--- src/rtl/abl_pkg.sv ---
// shared types and constants for the audio bar level meter
package abl_pkg;

	typedef struct packed {
		logic [11:0] sample;
		logic        frame_end;
	} smp_t;

	typedef struct packed {
		logic       frame_kind;
		logic [3:0] bars_lit;
		logic [8:0] hue;
		logic [3:0] target_bars;
		logic       last;
	} res_t;

	// one frame level travelling from front to back
	typedef struct packed {
		logic        vld;
		logic [11:0] level;
	} lvl_word_t;

	typedef struct packed {
		logic        start;
		logic [15:0] dividend;
		logic [11:0] divisor;
	} div_req_t;

	typedef struct packed {
		logic        done;
		logic [15:0] quot;
		logic [11:0] rem;
	} div_rsp_t;

	localparam logic CFG_SENS  = 1'b0;
	localparam logic CFG_QUIET = 1'b1;

	localparam logic KIND_BLANK = 1'b0;
	localparam logic KIND_STEP  = 1'b1;

	localparam logic [11:0] SENS_RESET  = 12'd200;
	localparam logic [11:0] QUIET_RESET = 12'd240;
	localparam logic [11:0] AVG_RESET   = 12'd20;
	localparam logic [8:0]  HUE_STEP    = 9'd60;
	localparam logic [8:0]  HUE_WRAP    = 9'd360;

	localparam int DIV_STEPS = 16;
	localparam int DIV_CW    = $clog2(DIV_STEPS);

	localparam int LQ_DEPTH = 2;
	localparam int LQ_AW    = $clog2(LQ_DEPTH);
	localparam int LQ_CW    = $clog2(LQ_DEPTH + 1);

endpackage

--- src/rtl/abl_front.sv ---
// front end: frame peak tracking and level extraction
module abl_front import abl_pkg::*; (
	input  logic        clk,
	input  logic        arst_n,
	input  logic        smp_valid,
	output logic        smp_stall,
	input  smp_t        smp,
	input  logic [11:0] quiet_level,
	input  logic        lq_full,
	output lvl_word_t   push
);

	logic [11:0] peak_q;
	logic [11:0] peak_nx;
	logic        acc;

	assign smp_stall = lq_full;
	assign acc       = smp_valid && !smp_stall;
	assign peak_nx   = (smp.sample > peak_q) ? smp.sample : peak_q;

	always_comb begin
		push.vld   = acc && smp.frame_end;
		push.level = (peak_nx >= quiet_level) ? (peak_nx - quiet_level)
		                                      : (quiet_level - peak_nx);
	end

	always_ff @(posedge clk or negedge arst_n) begin
		if (!arst_n) begin
			peak_q <= '0;
		end else if (acc) begin
			peak_q <= smp.frame_end ? 12'd0 : peak_nx;
		end
	end

endmodule

--- src/rtl/abl_fifo.sv ---
// short level queue between front and back
module abl_fifo import abl_pkg::*; (
	input  logic      clk,
	input  logic      arst_n,
	input  lvl_word_t push,
	output logic      full,
	input  logic      pop,
	output lvl_word_t head
);

	logic [11:0]      mem_q [LQ_DEPTH];
	logic [LQ_AW-1:0] wr_ptr_q;
	logic [LQ_AW-1:0] rd_ptr_q;
	logic [LQ_CW-1:0] count_q;
	logic             do_push;
	logic             do_pop;

	assign full       = (count_q == LQ_CW'(LQ_DEPTH));
	assign head.vld   = (count_q != '0);
	assign head.level = mem_q[rd_ptr_q];
	assign do_push    = push.vld && !full;
	assign do_pop     = pop && head.vld;

	always_ff @(posedge clk) begin
		if (do_push) begin
			mem_q[wr_ptr_q] <= push.level;
		end
	end

	always_ff @(posedge clk or negedge arst_n) begin
		if (!arst_n) begin
			wr_ptr_q <= '0;
			rd_ptr_q <= '0;
			count_q  <= '0;
		end else begin
			if (do_push) begin
				wr_ptr_q <= (wr_ptr_q == LQ_AW'(LQ_DEPTH - 1)) ? '0 : wr_ptr_q + 1'b1;
			end
			if (do_pop) begin
				rd_ptr_q <= (rd_ptr_q == LQ_AW'(LQ_DEPTH - 1)) ? '0 : rd_ptr_q + 1'b1;
			end
			case ({do_push, do_pop})
				2'b10:   count_q <= count_q + 1'b1;
				2'b01:   count_q <= count_q - 1'b1;
				default: count_q <= count_q;
			endcase
		end
	end

endmodule

--- src/rtl/abl_div.sv ---
// restoring divider, one quotient bit per cycle
module abl_div import abl_pkg::*; (
	input  logic     clk,
	input  logic     arst_n,
	input  div_req_t req,
	output div_rsp_t rsp
);

	logic              busy_q;
	logic              done_q;
	logic [DIV_CW-1:0] cnt_q;
	logic [15:0]       dvd_q;
	logic [11:0]       dsr_q;
	logic [11:0]       rem_q;
	logic [12:0]       trial;
	logic              ge;
	logic [12:0]       rem_nx;

	assign trial  = {rem_q, dvd_q[15]};
	assign ge     = trial >= {1'b0, dsr_q};
	assign rem_nx = ge ? (trial - {1'b0, dsr_q}) : trial;

	assign rsp.done = done_q;
	assign rsp.quot = dvd_q;
	assign rsp.rem  = rem_q;

	always_ff @(posedge clk or negedge arst_n) begin
		if (!arst_n) begin
			busy_q <= 1'b0;
			done_q <= 1'b0;
			cnt_q  <= '0;
		end else if (req.start) begin
			busy_q <= 1'b1;
			done_q <= 1'b0;
			cnt_q  <= DIV_CW'(DIV_STEPS - 1);
		end else if (busy_q) begin
			cnt_q <= cnt_q - 1'b1;
			if (cnt_q == '0) begin
				busy_q <= 1'b0;
				done_q <= 1'b1;
			end
		end else begin
			done_q <= 1'b0;
		end
	end

	// quotient bits shift in where the dividend shifts out
	always_ff @(posedge clk) begin
		if (req.start) begin
			dvd_q <= req.dividend;
			dsr_q <= req.divisor;
			rem_q <= '0;
		end else if (busy_q) begin
			dvd_q <= {dvd_q[14:0], ge};
			rem_q <= rem_nx[11:0];
		end
	end

endmodule

--- src/rtl/abl_back.sv ---
// back end: block average, target bars, hue and animation steps
module abl_back import abl_pkg::*; #(
	parameter int BLOCK_FRAMES = 10,
	parameter int MAX_BARS     = 10
) (
	input  logic        clk,
	input  logic        arst_n,
	input  logic [11:0] sensitivity,
	input  lvl_word_t   head,
	output logic        pop,
	output div_req_t    div_req,
	input  div_rsp_t    div_rsp,
	output logic        res_valid,
	input  logic        res_stall,
	output res_t        res
);

	localparam logic [4:0] BF = 5'(BLOCK_FRAMES);
	localparam logic [3:0] MB = 4'(MAX_BARS);

	// floor(x / BLOCK_FRAMES) == (x * AVG_RECIP) >> AVG_SH for every 16-bit x
	localparam int          AVG_SH    = 16 + $clog2(BLOCK_FRAMES);
	localparam logic [16:0] AVG_RECIP =
		17'(((1 << AVG_SH) + BLOCK_FRAMES - 1) / BLOCK_FRAMES);

	typedef enum logic [2:0] {
		ST_IDLE,
		ST_AVG,
		ST_TGT,
		ST_DIV,
		ST_EMIT
	} state_t;

	state_t      state_q;
	logic [11:0] level_q;
	logic [15:0] sum_q;
	logic [15:0] blk_sum_q;
	logic [3:0]  cnt_q;
	logic [11:0] avg_q;
	logic [3:0]  shown_q;
	logic [3:0]  bars_q;
	logic [3:0]  target_q;
	logic [8:0]  hue_q;
	logic        blank_q;
	logic        below_q;
	div_req_t    div_req_q;
	logic        res_valid_q;
	res_t        res_q;

	logic [15:0] sum_nx;
	logic [4:0]  cnt_nx;
	logic [8:0]  hue_nx;
	logic        ld;
	logic [16:0] up_t;
	logic [16:0] c_up;
	logic [3:0]  tgt_div;
	logic [32:0] avg_prod;

	assign pop       = (state_q == ST_IDLE) && head.vld;
	assign div_req   = div_req_q;
	assign res_valid = res_valid_q;
	assign res       = res_q;

	assign sum_nx   = sum_q + {4'd0, head.level};
	assign cnt_nx   = {1'b0, cnt_q} + 5'd1;
	assign hue_nx   = (hue_q + HUE_STEP >= HUE_WRAP) ? 9'd0 : hue_q + HUE_STEP;
	assign ld       = !res_valid_q || !res_stall;
	assign avg_prod = {17'd0, blk_sum_q} * {16'd0, AVG_RECIP};

	// target from the quotient: seven minus its ceiling below the average, floor plus eight above, capped at MAX_BARS
	always_comb begin
		c_up = {1'b0, div_rsp.quot} + {16'd0, (div_rsp.rem != '0)};
		if (below_q) begin
			up_t = (c_up >= 17'd7) ? 17'd0 : 17'd7 - c_up;
		end else begin
			up_t = {1'b0, div_rsp.quot} + 17'd8;
		end
		tgt_div = (up_t > {13'd0, MB}) ? MB : up_t[3:0];
	end

	always_ff @(posedge clk or negedge arst_n) begin
		if (!arst_n) begin
			state_q     <= ST_IDLE;
			sum_q       <= '0;
			blk_sum_q   <= '0;
			cnt_q       <= '0;
			avg_q       <= AVG_RESET;
			shown_q     <= '0;
			hue_q       <= '0;
			blank_q     <= 1'b0;
			below_q     <= 1'b0;
			div_req_q   <= '0;
			res_valid_q <= 1'b0;
			level_q     <= '0;
			bars_q      <= '0;
			target_q    <= '0;
			res_q       <= '0;
		end else begin
			div_req_q.start <= 1'b0;
			if (res_valid_q && !res_stall) begin
				res_valid_q <= 1'b0;
			end
			case (state_q)
				ST_IDLE: begin
					if (head.vld) begin
						level_q <= head.level;
						bars_q  <= shown_q;
						hue_q   <= hue_nx;
						if (cnt_nx >= BF) begin
							sum_q     <= '0;
							cnt_q     <= '0;
							blk_sum_q <= sum_nx;
							state_q   <= ST_AVG;
						end else begin
							sum_q   <= sum_nx;
							cnt_q   <= cnt_nx[3:0];
							state_q <= ST_TGT;
						end
					end
				end
				ST_AVG: begin
					avg_q   <= avg_prod[AVG_SH+11:AVG_SH];
					state_q <= ST_TGT;
				end
				ST_TGT: begin
					blank_q <= level_q < sensitivity;
					if (level_q < sensitivity) begin
						target_q <= '0;
						state_q  <= ST_EMIT;
					end else if (level_q < avg_q) begin
						below_q            <= 1'b1;
						div_req_q.start    <= 1'b1;
						div_req_q.dividend <= {1'b0, avg_q - level_q, 3'd0};
						div_req_q.divisor  <= avg_q;
						state_q            <= ST_DIV;
					end else if (avg_q == '0) begin
						target_q <= MB;
						state_q  <= ST_EMIT;
					end else begin
						below_q            <= 1'b0;
						div_req_q.start    <= 1'b1;
						div_req_q.dividend <= {1'b0, level_q - avg_q, 3'd0};
						div_req_q.divisor  <= avg_q;
						state_q            <= ST_DIV;
					end
				end
				ST_DIV: begin
					if (div_rsp.done) begin
						target_q <= tgt_div;
						state_q  <= ST_EMIT;
					end
				end
				ST_EMIT: begin
					if (ld) begin
						res_q.hue <= hue_q;
						if (blank_q) begin
							res_valid_q       <= 1'b1;
							res_q.frame_kind  <= KIND_BLANK;
							res_q.bars_lit    <= '0;
							res_q.target_bars <= '0;
							res_q.last        <= (bars_q == target_q);
							blank_q           <= 1'b0;
						end else if (bars_q > target_q) begin
							res_valid_q       <= 1'b1;
							res_q.frame_kind  <= KIND_STEP;
							res_q.bars_lit    <= bars_q;
							res_q.target_bars <= target_q;
							res_q.last        <= (bars_q - 4'd1 == target_q);
							bars_q            <= bars_q - 4'd1;
						end else if (bars_q < target_q) begin
							res_valid_q       <= 1'b1;
							res_q.frame_kind  <= KIND_STEP;
							res_q.bars_lit    <= bars_q;
							res_q.target_bars <= target_q;
							res_q.last        <= (bars_q + 4'd1 == target_q);
							bars_q            <= bars_q + 4'd1;
						end else begin
							shown_q <= target_q;
							state_q <= ST_IDLE;
						end
					end
				end
				default: state_q <= ST_IDLE;
			endcase
		end
	end

endmodule

--- src/rtl/audio_bar_level_meter.sv ---
// top level of the audio bar level meter
//
//   port group   dir  handshake             word
//   smp          in   smp_valid/smp_stall   sample, frame_end
//   res          out  res_valid/res_stall   frame_kind, bars_lit, hue, target_bars, last
//   cfg          in   cfg_we                cfg_idx, cfg_wdata
//
// a sample that does not close a frame only updates the peak
// a frame end passes the back end through a 16-step divide for the target and emits
// up to 11 words; closing a block adds an averaging step first, and a blank frame or
// a zero average skips the divide
// the two-entry level queue lets the front keep taking samples while the back works
// smp_stall rises only when the level queue is full; res_stall holds the output word
// reset clears all control state, sensitivity to 200, quiet level to 240, average to 20
module audio_bar_level_meter import abl_pkg::*; #(
	parameter int BLOCK_FRAMES = 10,
	parameter int MAX_BARS     = 10
) (
	input  logic        clk,
	input  logic        arst_n,
	input  logic        smp_valid,
	output logic        smp_stall,
	input  smp_t        smp,
	output logic        res_valid,
	input  logic        res_stall,
	output res_t        res,
	input  logic        cfg_we,
	input  logic        cfg_idx,
	input  logic [11:0] cfg_wdata
);

	logic [11:0] sens_q;
	logic [11:0] quiet_q;
	lvl_word_t   push;
	lvl_word_t   head;
	logic        lq_full;
	logic        pop;
	div_req_t    div_req;
	div_rsp_t    div_rsp;

	always_ff @(posedge clk or negedge arst_n) begin
		if (!arst_n) begin
			sens_q  <= SENS_RESET;
			quiet_q <= QUIET_RESET;
		end else if (cfg_we) begin
			case (cfg_idx)
				CFG_SENS:  sens_q  <= cfg_wdata;
				CFG_QUIET: quiet_q <= cfg_wdata;
				default:   sens_q  <= sens_q;
			endcase
		end
	end

	abl_front u_front (
		.clk         (clk),
		.arst_n      (arst_n),
		.smp_valid   (smp_valid),
		.smp_stall   (smp_stall),
		.smp         (smp),
		.quiet_level (quiet_q),
		.lq_full     (lq_full),
		.push        (push)
	);

	abl_fifo u_fifo (
		.clk    (clk),
		.arst_n (arst_n),
		.push   (push),
		.full   (lq_full),
		.pop    (pop),
		.head   (head)
	);

	abl_div u_div (
		.clk    (clk),
		.arst_n (arst_n),
		.req    (div_req),
		.rsp    (div_rsp)
	);

	abl_back #(
		.BLOCK_FRAMES (BLOCK_FRAMES),
		.MAX_BARS     (MAX_BARS)
	) u_back (
		.clk         (clk),
		.arst_n      (arst_n),
		.sensitivity (sens_q),
		.head        (head),
		.pop         (pop),
		.div_req     (div_req),
		.div_rsp     (div_rsp),
		.res_valid   (res_valid),
		.res_stall   (res_stall),
		.res         (res)
	);

	// a blank word never shows lit bars or a target
	a_blank_dark: assert property (@(posedge clk) disable iff (!arst_n)
		res_valid && (res.frame_kind == KIND_BLANK) |->
			(res.bars_lit == 4'd0) && (res.target_bars == 4'd0))
		else $error("blank word carries bars");

	a_bars_range: assert property (@(posedge clk) disable iff (!arst_n)
		res_valid |-> ({1'b0, res.target_bars} <= 5'(MAX_BARS)) &&
			({1'b0, res.bars_lit} <= 5'(MAX_BARS)))
		else $error("bar count beyond maximum");

	// the closing step of an animation lands one bar from the target
	a_last_step: assert property (@(posedge clk) disable iff (!arst_n)
		res_valid && (res.frame_kind == KIND_STEP) && res.last |->
			({1'b0, res.bars_lit} + 5'd1 == {1'b0, res.target_bars}) ||
			({1'b0, res.bars_lit} == {1'b0, res.target_bars} + 5'd1))
		else $error("last step not adjacent to target");

	a_hue_range: assert property (@(posedge clk) disable iff (!arst_n)
		res_valid |-> (res.hue < HUE_WRAP))
		else $error("hue out of range");

endmodule

--- config.mk ---
export PLATFORM = sky130hd
export DESIGN_NAME = audio_bar_level_meter
export DESIGN_NICKNAME = d
export VERILOG_FILES = /design/src/rtl/abl_pkg.sv /design/src/rtl/abl_front.sv /design/src/rtl/abl_fifo.sv /design/src/rtl/abl_div.sv /design/src/rtl/abl_back.sv /design/src/rtl/audio_bar_level_meter.sv
export SDC_FILE = /design/constraint.sdc
export NUM_CORES = 1
export LEC_CHECK = 0
export ABC_AREA = 1
export BUFFER_PORTS_ARGS = -buffer_cell sky130_fd_sc_hd__buf_4
export CORE_ASPECT_RATIO = 1.25
export CORE_MARGIN = 3
export CORE_UTILIZATION = 50
export CTS_CLUSTER_SIZE = 8
export DETAILED_ROUTE_END_ITERATION = 6
export GPL_TIMING_DRIVEN = 1
export PLACE_DENSITY_LB_ADDON = 0.12
export SLEW_MARGIN = 20
export SYNTH_ARGS = -nofsm -noshare
export SYNTH_HDL_FRONTEND = slang
export SYNTH_HIERARCHICAL = 1
export SYNTH_SLANG_ARGS = --single-unit
--- constraint.sdc ---
create_clock -name clk -period 6.4 [get_ports clk]
set_input_delay 0.64 -clock clk [delete_from_list [all_inputs] [get_ports clk]]
set_output_delay 0.64 -clock clk [all_outputs]
set_load 0.01 [all_outputs]
Yosys cells after proc, flatten, opt, wreduce, memory -nomap -nowiden
Memories as Yosys holds them, arrays and structs flattened.
Index checks and enable logic that the tools add are counted.
{"block": "classes", "addsub": 18, "multipliers": 1, "magnitude_cmp": 11, "n_eq_ne": 21, "mux": 67, "bitwise": 5, "reduce_logical": 33}
{"cell": "29-bit 2-to-1 mux", "count": 4}
{"cell": "12-bit subtractor", "count": 5}
{"cell": "4-bit 2-to-1 mux", "count": 13}
{"cell": "12-bit 2-to-1 mux", "count": 4}
{"cell": "16-bit 2-to-1 mux", "count": 3}
{"cell": "17-bit 2-to-1 mux", "count": 2}
{"cell": "16-bit by 16-bit multiplier with 31-bit output (second input constant)", "count": 1}
{"cell": "5-bit 2-to-1 mux", "count": 6}
{"cell": "3-bit 2-to-1 mux", "count": 9}
{"cell": "12-bit < comparator", "count": 2}
{"cell": "1-bit 2-to-1 mux", "count": 19}
{"cell": "16-bit by 1-bit adder with 17-bit output", "count": 1}
{"cell": "16-bit by 4-bit adder with 17-bit output (second input constant)", "count": 1}
{"cell": "17-bit by 3-bit >= comparator with 1-bit output (second input constant)", "count": 1}
{"cell": "17-bit by 4-bit greater-than comparator with 1-bit output (second input constant)", "count": 1}
{"cell": "3-bit by 17-bit subtractor with 17-bit output (first input constant)", "count": 1}
{"cell": "16-bit by 12-bit adder with 16-bit output", "count": 1}
{"cell": "4-bit case mux with 2 select lines", "count": 2}
{"cell": "3-bit case mux with 5 select lines", "count": 1}
{"cell": "13-bit by 12-bit >= comparator with 1-bit output", "count": 1}
{"cell": "4-bit == test", "count": 3}
{"cell": "12-bit >= comparator", "count": 1}
{"cell": "12-bit greater-than comparator", "count": 1}
{"cell": "12-bit zero test", "count": 1}
{"cell": "other kinds (38)", "count": 72}
{"block": "word_totals", "register_bits": 221, "mem_bits_rw": 24, "in_bits": 31, "output_inout_bits": 21, "wordCells": 190, "mem_count": 1}
{"memory": "u_fifo.mem_q", "depth": 2, "width": 12, "rd": 1, "rd_ports_with_merged_regs": 0, "write_ports": 1, "line_no": "abl_fifo.sv:11", "rtl": "logic [11:0] mem_q [LQ_DEPTH];"}

Longest topological paths before layout
Gate-level depths: netlist of run 1.
{"block": "logic_depth", "depth_word": 9, "mapped_depth": 26, "depth_no_buf": 24}

By module
The synthesis of run 1 kept the hierarchy.
{"mod": "abl_back", "instances": 1, "cells_per_inst": 1568, "area_each_um2": 12602.1, "seq_area_each_um2": 3180.6}
{"mod": "abl_div", "instances": 1, "cells_per_inst": 338, "area_each_um2": 2703.8, "seq_area_each_um2": 1231.2}
{"mod": "abl_front", "instances": 1, "cells_per_inst": 409, "area_each_um2": 2421.1, "seq_area_each_um2": 300.3}
{"mod": "abl_fifo", "instances": 1, "cells_per_inst": 94, "area_each_um2": 1099.8, "seq_area_each_um2": 820.8}
{"mod": "audio_bar_level_meter", "instances": 1, "cells_per_inst": 106, "area_each_um2": 972.2, "seq_area_each_um2": 609.3}

Least setup slack after synthesis of run 1
Ideal clock, no wire load.
{"block": "synth_path", "path_kind": "register to register", "from": "reg u_back.blk_sum_q[9]", "to": "reg u_back.avg_q[10]", "setup_time_ns": 0.131, "t_arrival_ns": 5.024, "t_required_ns": 6.269, "path_slack_ns": 1.245, "path_stages_with_launch": 22, "n_path_buf": 0, "period_less_slack_ns": 5.155, "cell_sequence": "dfrtp_1 -> ha_1 -> fa_1 -> inv_1 -> fa_1 -> fa_1 -> inv_1 -> fa_1 -> inv_1 -> fa_1 -> inv_1 -> ha_1 -> a21oi_1 -> o21ai_0 -> a21oi_1 -> inv_1 -> a221oi_1 -> nand2_1 -> nand2_1 -> nand3b_1 -> nand3_1 -> o21ai_0"}
{"block": "synth_via", "elab_chain_len": 1}
{"item": "from (decl)", "line_no": "abl_back.sv:37", "rtl": "logic [15:0] blk_sum_q;"}
{"item": "from (signal assigned)", "line_no": "abl_back.sv:112", "rtl": "blk_sum_q <= sum_nx;"}
{"item": "16-bit by 16-bit multiplier with 31-bit output", "line_no": "abl_back.sv:68", "rtl": "assign avg_prod = {17'd0, blk_sum_q} * {16'd0, AVG_RECIP};"}
{"item": "to (signal assigned)", "line_no": "abl_back.sv:122", "rtl": "avg_q <= avg_prod[AVG_SH+11:AVG_SH];"}
{"item": "to (decl)", "line_no": "abl_back.sv:39", "rtl": "logic [11:0] avg_q;"}
Every way passes these cells.
A chain may end at the register's enable or synchronous reset.

Worst setup path after layout of run 1
{"block": "layout_path", "from": "reg u_back.blk_sum_q[8]", "to": "reg u_back.avg_q[11]"}
The elaborated chain is that of the path after synthesis.

==> results of run 1 <==
[synth_stat cells (all sizes together) (4+ instances only)]
master,count,area [um^2]
ha,234,2928
nand2,682,2592
edfxtp,52,1562
fa,88,1762
nor4,10,62.56
xor2,54,473.0
a31oi,4,25.02
dfrtp,164,4104
a21oi,96,514.3
xnor2,25,219.0
o21ai,159,822.0
inv,445,1670
o21a,8,60.06
nand4,32,200.2
a221oi,4,35.03
nor3,18,100.1
dfxtp,12,240.2
o21bai,7,52.55
a21o,4,30.03
nor2,138,563.0
buf,32,227.7
clkbuf,25,93.84
o22ai,17,106.4
dfstp,9,236.5
nand3,159,858.3
or2,8,50.05
[final cells by class]
cell class | count | area [um^2] | area share, %
Sequential cell | 237 | 6142 | 28.37
Multi-Input combinational cell | 1778 | 11680 | 53.97
Inverter | 448 | 1682 | 7.768
Tap cell | 492 | 615.6 | 2.844
Clock buffer | 60 | 1022 | 4.722
Timing Repair Buffer | 54 | 421.7 | 1.948
Clock inverter | 4 | 81.33 | 0.3757
[logic make-up (layout without fill, tap and decap cells)]
kind of cell    count (synthesis)  in the layout  synth area share (%)
simple gates                 1054           1054                 22.61
other cells                     1              6               0.01894
xor+xnor                       79             79                 3.495
compound gates                317            317                 9.050
fa+ha+maj                     322            322                 23.69
flops                         237            237                 31.02
buf+inv                       505            566                 10.12
[final timing paths]
kind | start | endpoint | slack, ps | depth (start not counted)
worst min-delay path | arst_n | u_back/res[12]$_DFFE_PN0P_ | 50 | 1
worst max register to register | u_back/blk_sum_q[8]$_DFFE_PN0P_ | u_back/avg_q[11]$_DFFE_PN0P_ | 870 | 19
min in group clk | cfg_wdata[6] | sens_q[6]$_DFFE_PN1P_ | 350 | 3
worst max-delay path | u_back/blk_sum_q[8]$_DFFE_PN0P_ | u_back/avg_q[11]$_DFFE_PN0P_ | 870 | 19
max in group asynchronous | arst_n | u_div/busy_q$_DFF_PN0_ | 5220 | 2
worst min register to register | u_back/div_req[4]$_DFFE_PN0P_ | u_div/dsr_q[4]$_DFFE_PP_ | 450 | 0
[metrics by stage]
stage	total power [W]	setup slack (ps)	utilization (%)
5_1_grt	0.005862	491.0	56.03
6_report	0.005460	869.0	56.03
3_3_place_gp	0.003608	889.9	53.15
3_5_place_dp	0.003649	806.8	53.16
4_1_cts	0.005526	810.7	56.01
2_1_floorplan	0.003221	1245	-
[layer usage]
| layer | wire length, um | track usage [%] |
|---|---|---|
| met1 | 21510 | 30.51 |
| met2 | 25900 | 44.51 |
| met3 | 1460 | 2.690 |
| met4 | 1817 | 8.556 |
| met5 | 0 | 0 |
[sequential cells by signal, indices dropped and copies added, names as in the netlist, 7 cells and up]
signal / count
u_back/res: 17
u_front/peak_q: 12
u_fifo/mem_q: 24
u_back/sum_q: 16
u_div/rem_q: 12
u_back/hue_q: 7
u_back/level_q: 12
quiet_q: 12
u_back/div_req: 25
u_div/dvd_q: 16
u_back/avg_q: 12
sens_q: 12
u_back/blk_sum_q: 16
u_div/dsr_q: 12
[worst max-delay path, stage by stage (launching register included)]
cell	delay (ps)
dfrtp_1	450
ha_1	410
fa_1	560
inv_1	60
fa_1	510
fa_1	550
inv_1	60
fa_1	540
inv_1	60
fa_1	530
inv_1	40
ha_1	350
nand2_1	120
nor4_1	370
nand3_1	130
nand3_1	150
a21oi_1	110
o21ai_0	200
xnor2_1	140
o21ai_0	80
[power groups by stage]
stage | logic (W) | registers [W] | clock network, W
floorplan | 0.00139 | 0.00183 | 0
global placement | 0.00177 | 0.00184 | 0
detailed placement | 0.00181 | 0.00184 | 0
CTS | 0.00182 | 0.00182 | 0.00189
global route | 0.00208 | 0.00183 | 0.00195
finish | 0.00181 | 0.00182 | 0.00183
==> impl_metrics.py, run 1 <==
metrics = {
    "run_status": {
        "run_status": "finished clean",
    },
    "synthesis": {
        "yosysSeqAreaShare_pct": 31.02,
        "synthArstFlopShare_pct": 73.00,
        "synth_edf_count": 52,
        "netlist_instances": 2515,
        "yosys_register_bits": 237,
        "synth_cell_types": 60,
        "synth-main-ff-cell": "dfrtp_1",
        "postSynthAreaPerCell_um2": 7.872,
        "yosysWarnings": 6,
        "synth_area_mm2": 0.01980,
    },
    "floorplan": {
        "coreArea_mm2": 0.03864,
        "die_h_um": 228.5,
        "die_x_um": 184.0,
        "dieArea_mm2": 0.04204,
        "num_rows": 80,
        "initial_core_util_pct": 51.24,
        "pin_count": 52,
    },
    "pwr": {
        "vdd_drop_max_v": 0.0002468,
        "p_leak_nw": 11.61,
        "p_comb_share_pct": 33.1,
        "internal_power_w": 0.003486,
        "p_per_area_mw_per_mm2": 252.2,
        "swShare_pct": 36.15,
        "p_clk_share_pct": 33.6,
        "power_switching_w": 0.001974,
        "p_seq_share_pct": 33.3,
    },
    "grt": {
        "grt_max_degree": 126,
        "grt_pass1_wl_um": 83840,
        "grt.overflow.total": 0,
        "grt_util_all_layers_pct": 24.70,
        "grt_pass1_vias": 16310,
        "antenna_found_initial": 0,
    },
    "placed_design": {
        "dp_cells": 3009,
        "dp_hpwl_um": 40860,
        "numPortBuffers": 49,
        "placed_cell_area_mm2": 0.02054,
        "place_congestion": 0.9607,
    },
    "clocking": {
        "clockBufferDepth": 3,
        "cts_tree": "done",
        "clock_sinks": 237,
        "ctsHoldBuffers": 0,
        "htree_levels": 2,
        "cts_root_buf": "clkbuf_16",
        "post_cts_resized": 0,
        "postCtsSetupRepairBufs": 0,
        "cts.clk_slew.worst_paths_ps": 50,
        "numCtsBuffers": 36,
        "insertion_delay_ps": 530,
    },
    "worst_setup_path": {
        "worstPathRequired_ps": 6790,
        "arrival_ps": 5920,
        "worst-path-max-fanout": 6,
        "path_class": "reg -> reg",
        "critPathLaunchType": "flip-flop",
        "end_kind": "flip-flop",
    },
    "sta": {
        "worst_slew_pin_slew_ps": 896.7,
        "finalCriticalPeriod_ps": 5531,
        "drv_slew": 0,
        "finalSetupTns_ps": 0,
        "whs_ps": 47.54,
        "period_share_pct": 86.42,
        "max_freq_ghz": 0.1808,
        "slew_headroom_pct": 40.15,
        "fin_skew_ps": 24.41,
        "hold_viol": 0,
        "final-setup-viol-count": 0,
        "rsz0062_at_grt": "no",
    },
    "detailed_routing": {
        "routedWlPerCell_um": 16.49,
        "route.antenna.remaining_nets": 0,
        "drc": 0,
        "route.vias.total": 15920,
        "dr.pass1.iters": 6,
        "drt_iter0_drc": 808,
        "drt-total-wl_um": 50690,
        "vias_per_cell": 5.182,
    },
    "worst_hold_path": {
        "hold_path_class": "in -> async",
    },
    "layout": {
        "final_common_cell": "nand2_1",
        "fin_cells": 3073,
        "finalNetCount": 2908,
        "layout_common_cells": "671 x nand2_1, 424 x inv_1, 234 x ha_1",
        "fillers": 3609,
        "n_antenna_cell": 0,
        "syn2layout_area_growth_pct": 9.334,
        "drive_gt1_share_pct": 7.207,
        "fin_area_mm2": 0.02165,
    },
    "flow_run": {
        "drv_cap": 0,
    },
}
No activity file was read; power rests on OpenSTA's default activity.
==> inputs of run 2 (changes only) <==
- ABC_AREA: 1 -> default
==> impl_metrics.py, run 2 <==
metrics = {
    "run_status": {
        "run_status": "finished clean",
    },
    "clocking": {
        "clockBufferDepth": 3,
        "cts_root_buf": "clkbuf_16",
        "post_cts_resized": 0,
        "htree_levels": 2,
        "ctsHoldBuffers": 0,
        "numCtsBuffers": 36,
        "clock_sinks": 237,
        "insertion_delay_ps": 510,
        "cts.clk_slew.worst_paths_ps": 50,
        "postCtsSetupRepairBufs": 0,
        "cts_tree": "done",
    },
    "layout": {
        "final_common_cell": "inv_1",
        "syn2layout_area_growth_pct": 9.402,
        "largest_reg_flops": 25,
        "finalNetCount": 2321,
        "layout_common_cells": "256 x inv_1, 234 x ha_1, 164 x dfrtp_1",
        "drive_gt1_share_pct": 12.03,
        "n_antenna_cell": 0,
    },
    "worst_setup_path": {
        "startpoint": "u_back/blk_sum_q[9]$_DFFE_PN0P_",
        "end_kind": "flip-flop",
        "worstPathRequired_ps": 6740,
        "critPathLaunchType": "flip-flop",
        "arrival_ps": 6160,
        "worstReg2RegStart": "u_back/blk_sum_q[9]$_DFFE_PN0P_",
        "worst-path-max-fanout": 6,
        "path_class": "reg -> reg",
    },
    "detailed_routing": {
        "routedWlPerCell_um": 17.59,
        "route.antenna.remaining_nets": 0,
        "drt-total-wl_um": 43630,
        "drt_iter0_drc": 618,
        "dr.pass1.iters": 5,
        "vias_per_cell": 5.609,
        "route.vias.total": 13920,
        "drc": 0,
    },
    "synthesis": {
        "synthArstFlopShare_pct": 73.00,
        "synth_compound_area_share_pct": 15.65,
        "synth_mux_area_share_pct": 5.408,
        "synth_top_cell_area_share_pct": 21.58,
        "postSynthAreaPerCell_um2": 9.864,
        "synth_area_leaders": "dfrtp_1 22%, ha_1 15%, fa_1 9.3%, edfxtp_1 8.2%, inv_1 5.1%",
        "yosys.area_share.simple_pct": 11.33,
        "synth_edf_count": 52,
        "synth_most_common_cell": "inv_1",
        "yosysSeqAreaShare_pct": 32.30,
        "synth_cell_types": 98,
        "synth_area_mm2": 0.01902,
        "netlist_instances": 1928,
        "synth_largest_area_cell": "dfrtp_1",
        "synth_fa_ha_area_share_pct": 24.66,
        "synth-main-ff-cell": "dfrtp_1",
        "synth_commonest_cells": "256 x inv_1, 234 x ha_1, 164 x dfrtp_1",
        "yosys_register_bits": 237,
        "synth-xor-area-share_pct": 3.448,
        "yosysWarnings": 6,
        "synth_top_family_by_area": "adder cells",
    },
    "sta": {
        "finalSetupTns_ps": 0,
        "slew_headroom_pct": 27.71,
        "rsz0062_at_grt": "no",
        "fin_skew_ps": 16.09,
        "max_freq_ghz": 0.1718,
        "final-setup-viol-count": 0,
        "hold_viol": 0,
        "worst_slew_pin_slew_ps": 1080,
        "finalCriticalPeriod_ps": 5819,
        "period_share_pct": 90.93,
        "drv_slew": 0,
    },
    "grt": {
        "grt_util_all_layers_pct": 21.62,
        "grt_max_degree": 64,
        "antenna_found_initial": 0,
        "grt_pass1_wl_um": 71600,
        "grt_pass1_vias": 13930,
        "grt.overflow.total": 0,
    },
    "placed_design": {
        "numPortBuffers": 49,
        "place_congestion": 0.8970,
        "dp_hpwl_um": 34450,
    },
    "worst_hold_path": {
        "hold_path_class": "in -> async",
    },
    "floorplan": {
        "dieArea_mm2": 0.04042,
        "pin_count": 52,
        "initial_core_util_pct": 50.90,
        "num_rows": 79,
        "coreArea_mm2": 0.03736,
        "die_x_um": 180.4,
        "die_h_um": 224.0,
    },
    "flow_run": {
        "drv_cap": 0,
    },
}
[run 2: changes by cell type after synthesis, moves of 18 or more]
cell,change
nand3_1,-115
nand2_1,-523
mux2_2,+61
inv_1,-168
nor2_1,-32
mux2i_1,+18
a22o_1,+24
a21o_1,+30
nand2b_1,+18
xor2_1,-33
xnor2_1,+27
inv_2,-20
o21ai_0,-23
[run 2: cell type report]
| class | instances | area (um^2) |
|---|---|---|
| well taps | 486 | 608.1 |
| fillers | 3387 | 16560 |
| clock inverters | 4 | 60.06 |
| flip-flops and latches | 237 | 6142 |
| multi-input cells | 1371 | 11530 |
| clock buffers | 61 | 1005 |
| inverters | 257 | 964.7 |
| repair buffers | 65 | 499.2 |
[run 2: per-stage QoR]
step,cell area (um^2),util [%],hold slack [ps],instances,setup WS [ps]
after floorplan,19040,-,344.4,1933,944.9
after global placement,19730,52.79,431.5,2415,634.3
after detailed placement,19730,52.79,437.6,2415,527.3
after CTS,20790,55.64,106.2,2480,552.2
after global routing,20810,55.68,128.8,2481,208.9
final,20810,55.68,96.01,2481,580.6
[run 2: cell families after synthesis]
group	after synthesis
adder cells (fa/ha/maj)	322
buffers and inverters	325
AND/OR/NAND/NOR	434
flip-flops	237
other	1
multiplexers	90
AO/OA/AOI/OAI	445
XOR/XNOR	74
[run 2: critical path, stage by stage, from the launching register on]
cell and delay, ps:
dfrtp_1 460, ha_1 410, fa_1 560, inv_1 50, fa_1 510, fa_1 550
inv_1 50, fa_1 530, inv_1 50, fa_1 520, inv_1 40, ha_1 350
and3_1 200, and3_1 190, a22oi_1 230, nand3b_1 220, a31o_2 310, a21oi_1 170
xor2_1 150, o21ai_0 90
[run 2: worst paths after layout]
kind	endpoint	slack, ps	cells after the start
min in group clk	u_front/peak_q[11]$_DFFE_PN0P_	370	2
worst min register to register	u_div/dsr_q[9]$_DFFE_PP_	440	0
worst max register to register	u_back/avg_q[5]$_DFFE_PN0P_	580	19
max in group asynchronous	u_back/blk_sum_q[9]$_DFFE_PN0P_	5090	2
worst min-delay path	u_back/res[18]$_DFFE_PN0P_	100	1
worst max-delay path	u_back/avg_q[5]$_DFFE_PN0P_	580	19
[run 2: layer usage]
layer,part of all wire (%),vias up,GRT usage (%),routed length [um]
met5,0,-,0,0
met1,43,6827,26.76,18710
met3,2.6,72,2.664,1149
li1,-,6819,-,-
met2,51,197,39.16,22350
met4,3.3,0,7.332,1422
Power of run 2 is not shown: default switching activity piles up to over one toggle a cycle in this logic, so the estimate is an artifact.
==> inputs of run 3 (changes only) <==
- CORE_UTILIZATION: 50 -> 55
==> impl_metrics.py, run 3 (synthesis gave the netlist of run 2 again) <==
metrics = {
    "grt": {
        "antenna_found_initial": 0,
        "grt_pass1_wl_um": 71680,
        "grt_util_all_layers_pct": 24.26,
        "grt.overflow.total": 0,
        "grt_max_degree": 68,
        "grt_pass1_vias": 14300,
    },
    "detailed_routing": {
        "dr.pass1.iters": 5,
        "route.met3.wl_um": 1348,
        "drc": 0,
        "top_layer": "met4",
        "route.antenna.remaining_nets": 0,
        "route.vias.total": 13880,
        "wl_met1_um": 18020,
        "routedWlPerCell_um": 17.45,
        "vias_per_cell": 5.660,
        "drt_iter0_drc": 664,
        "wl_met2_um": 21700,
        "drt-total-wl_um": 42800,
    },
    "worst_setup_path": {
        "worst-path-max-fanout": 6,
        "critPathLaunchType": "flip-flop",
        "arrival_ps": 6180,
        "worstPathRequired_ps": 6750,
        "r2r_slack_ps": 570,
        "path_class": "reg -> reg",
        "end_kind": "flip-flop",
    },
    "layout": {
        "syn2layout_area_growth_pct": 9.389,
        "final_common_cell": "inv_1",
        "drive_gt1_share_pct": 12.00,
        "finalNetCount": 2319,
        "fin_cells": 2453,
        "layout_common_cells": "256 x inv_1, 234 x ha_1, 164 x dfrtp_1",
        "largest_reg_flops": 25,
        "n_antenna_cell": 0,
    },
    "clocking": {
        "insertion_delay_ps": 520,
        "htree_levels": 2,
        "cts_tree": "done",
        "ctsHoldBuffers": 0,
        "numCtsBuffers": 36,
        "cts_root_buf": "clkbuf_16",
        "clock_sinks": 237,
        "post_cts_resized": 0,
        "clockBufferDepth": 3,
        "postCtsSetupRepairBufs": 0,
        "cts.clk_slew.worst_paths_ps": 50,
    },
    "floorplan": {
        "die_x_um": 172.3,
        "die_h_um": 213.9,
        "num_rows": 75,
        "initial_core_util_pct": 56.14,
        "pin_count": 52,
        "coreArea_mm2": 0.03388,
        "dieArea_mm2": 0.03686,
    },
    "sta": {
        "fin_skew_ps": 21.17,
        "hold_viol": 0,
        "period_share_pct": 91.14,
        "final-setup-viol-count": 0,
        "rsz0062_at_grt": "no",
        "slew_headroom_pct": 29.87,
        "finalCriticalPeriod_ps": 5833,
        "finalSetupTns_ps": 0,
        "drv_slew": 0,
        "worst_slew_pin_slew_ps": 1048,
        "max_freq_ghz": 0.1714,
    },
    "placed_design": {
        "dp_hpwl_um": 34000,
        "numPortBuffers": 49,
        "place_congestion": 0.9408,
        "dp_cells": 2390,
    },
    "run_status": {
        "run_status": "finished clean",
    },
    "flow_run": {
        "drv_cap": 0,
    },
    "worst_hold_path": {
        "hold_path_class": "in -> async",
    },
}
[run 3: cell types whose count changed in the layout (fill, tap and decap cells not counted)]
| cell | previous run | this run |
|---|---|---|
| clkbuf_1 | 24 | 21 |
| clkbuf_16 | 36 | 39 |
| buf_4 | 63 | 62 |
| buf_8 | 1 | 0 |
| clkinv_2 | 1 | 0 |
| inv_6 | 1 | 0 |
[run 3: worst paths after layout]
| kind | startpoint | end | cells after the start |
|---|---|---|---|
| hold / removal | arst_n | u_back/target_q[2]$_DFFE_PN0P_ | 1 |
| max in group asynchronous | arst_n | u_back/level_q[10]$_DFFE_PN0P_ | 2 |
| setup reg to reg | u_back/blk_sum_q[9]$_DFFE_PN0P_ | u_back/avg_q[5]$_DFFE_PN0P_ | 19 |
| min in group clk | cfg_wdata[11] | sens_q[11]$_DFFE_PN0P_ | 2 |
| setup / recovery | u_back/blk_sum_q[9]$_DFFE_PN0P_ | u_back/avg_q[5]$_DFFE_PN0P_ | 19 |
| hold reg to reg | u_back/div_req[7]$_DFFE_PN0P_ | u_div/dsr_q[7]$_DFFE_PP_ | 0 |
[run 3: layer usage]
metal	global-route usage, %	up-vias
met2	43.49	232
li1	-	6815
met1	29.83	6751
met5	0	-
met3	2.895	85
met4	9.502	0
[run 3: cell type report]
class	count	area (um^2)
Clock inverter	2	46.29
Fill cell	2852	13070
Inverter	257	964.7
Timing Repair Buffer	63	476.7
Tap cell	462	578.1
Sequential cell	237	6142
Clock buffer	61	1069
Multi-Input combinational cell	1371	11530
[run 3: stage by stage]
stage / utilization (%) / instance area, um^2 / setup WS, ps / hold slack [ps]
floorplan: - / 19040 / 944.9 / 344.4
global placement: 58.12 / 19690 / 624.5 / 432.5
detailed placement: 58.12 / 19690 / 560.3 / 435.9
CTS: 61.41 / 20800 / 554.4 / 121.5
global route: 61.41 / 20800 / 164.8 / 152.8
finish: 61.41 / 20800 / 567.3 / 115.1
[run 3: critical path, cell delays in order, from the launching register on]
cell      delay [ps]
dfrtp_1          470
ha_1             400
fa_1             560
inv_1             60
fa_1             500
fa_1             540
inv_1             50
fa_1             530
inv_1             60
fa_1             520
inv_1             40
ha_1             350
and3_1           210
and3_1           200
a22oi_1          230
nand3b_1         230
a31o_2           320
a21oi_1          180
xor2_1           150
o21ai_0           90
Power of run 3 is left out for the same reason.
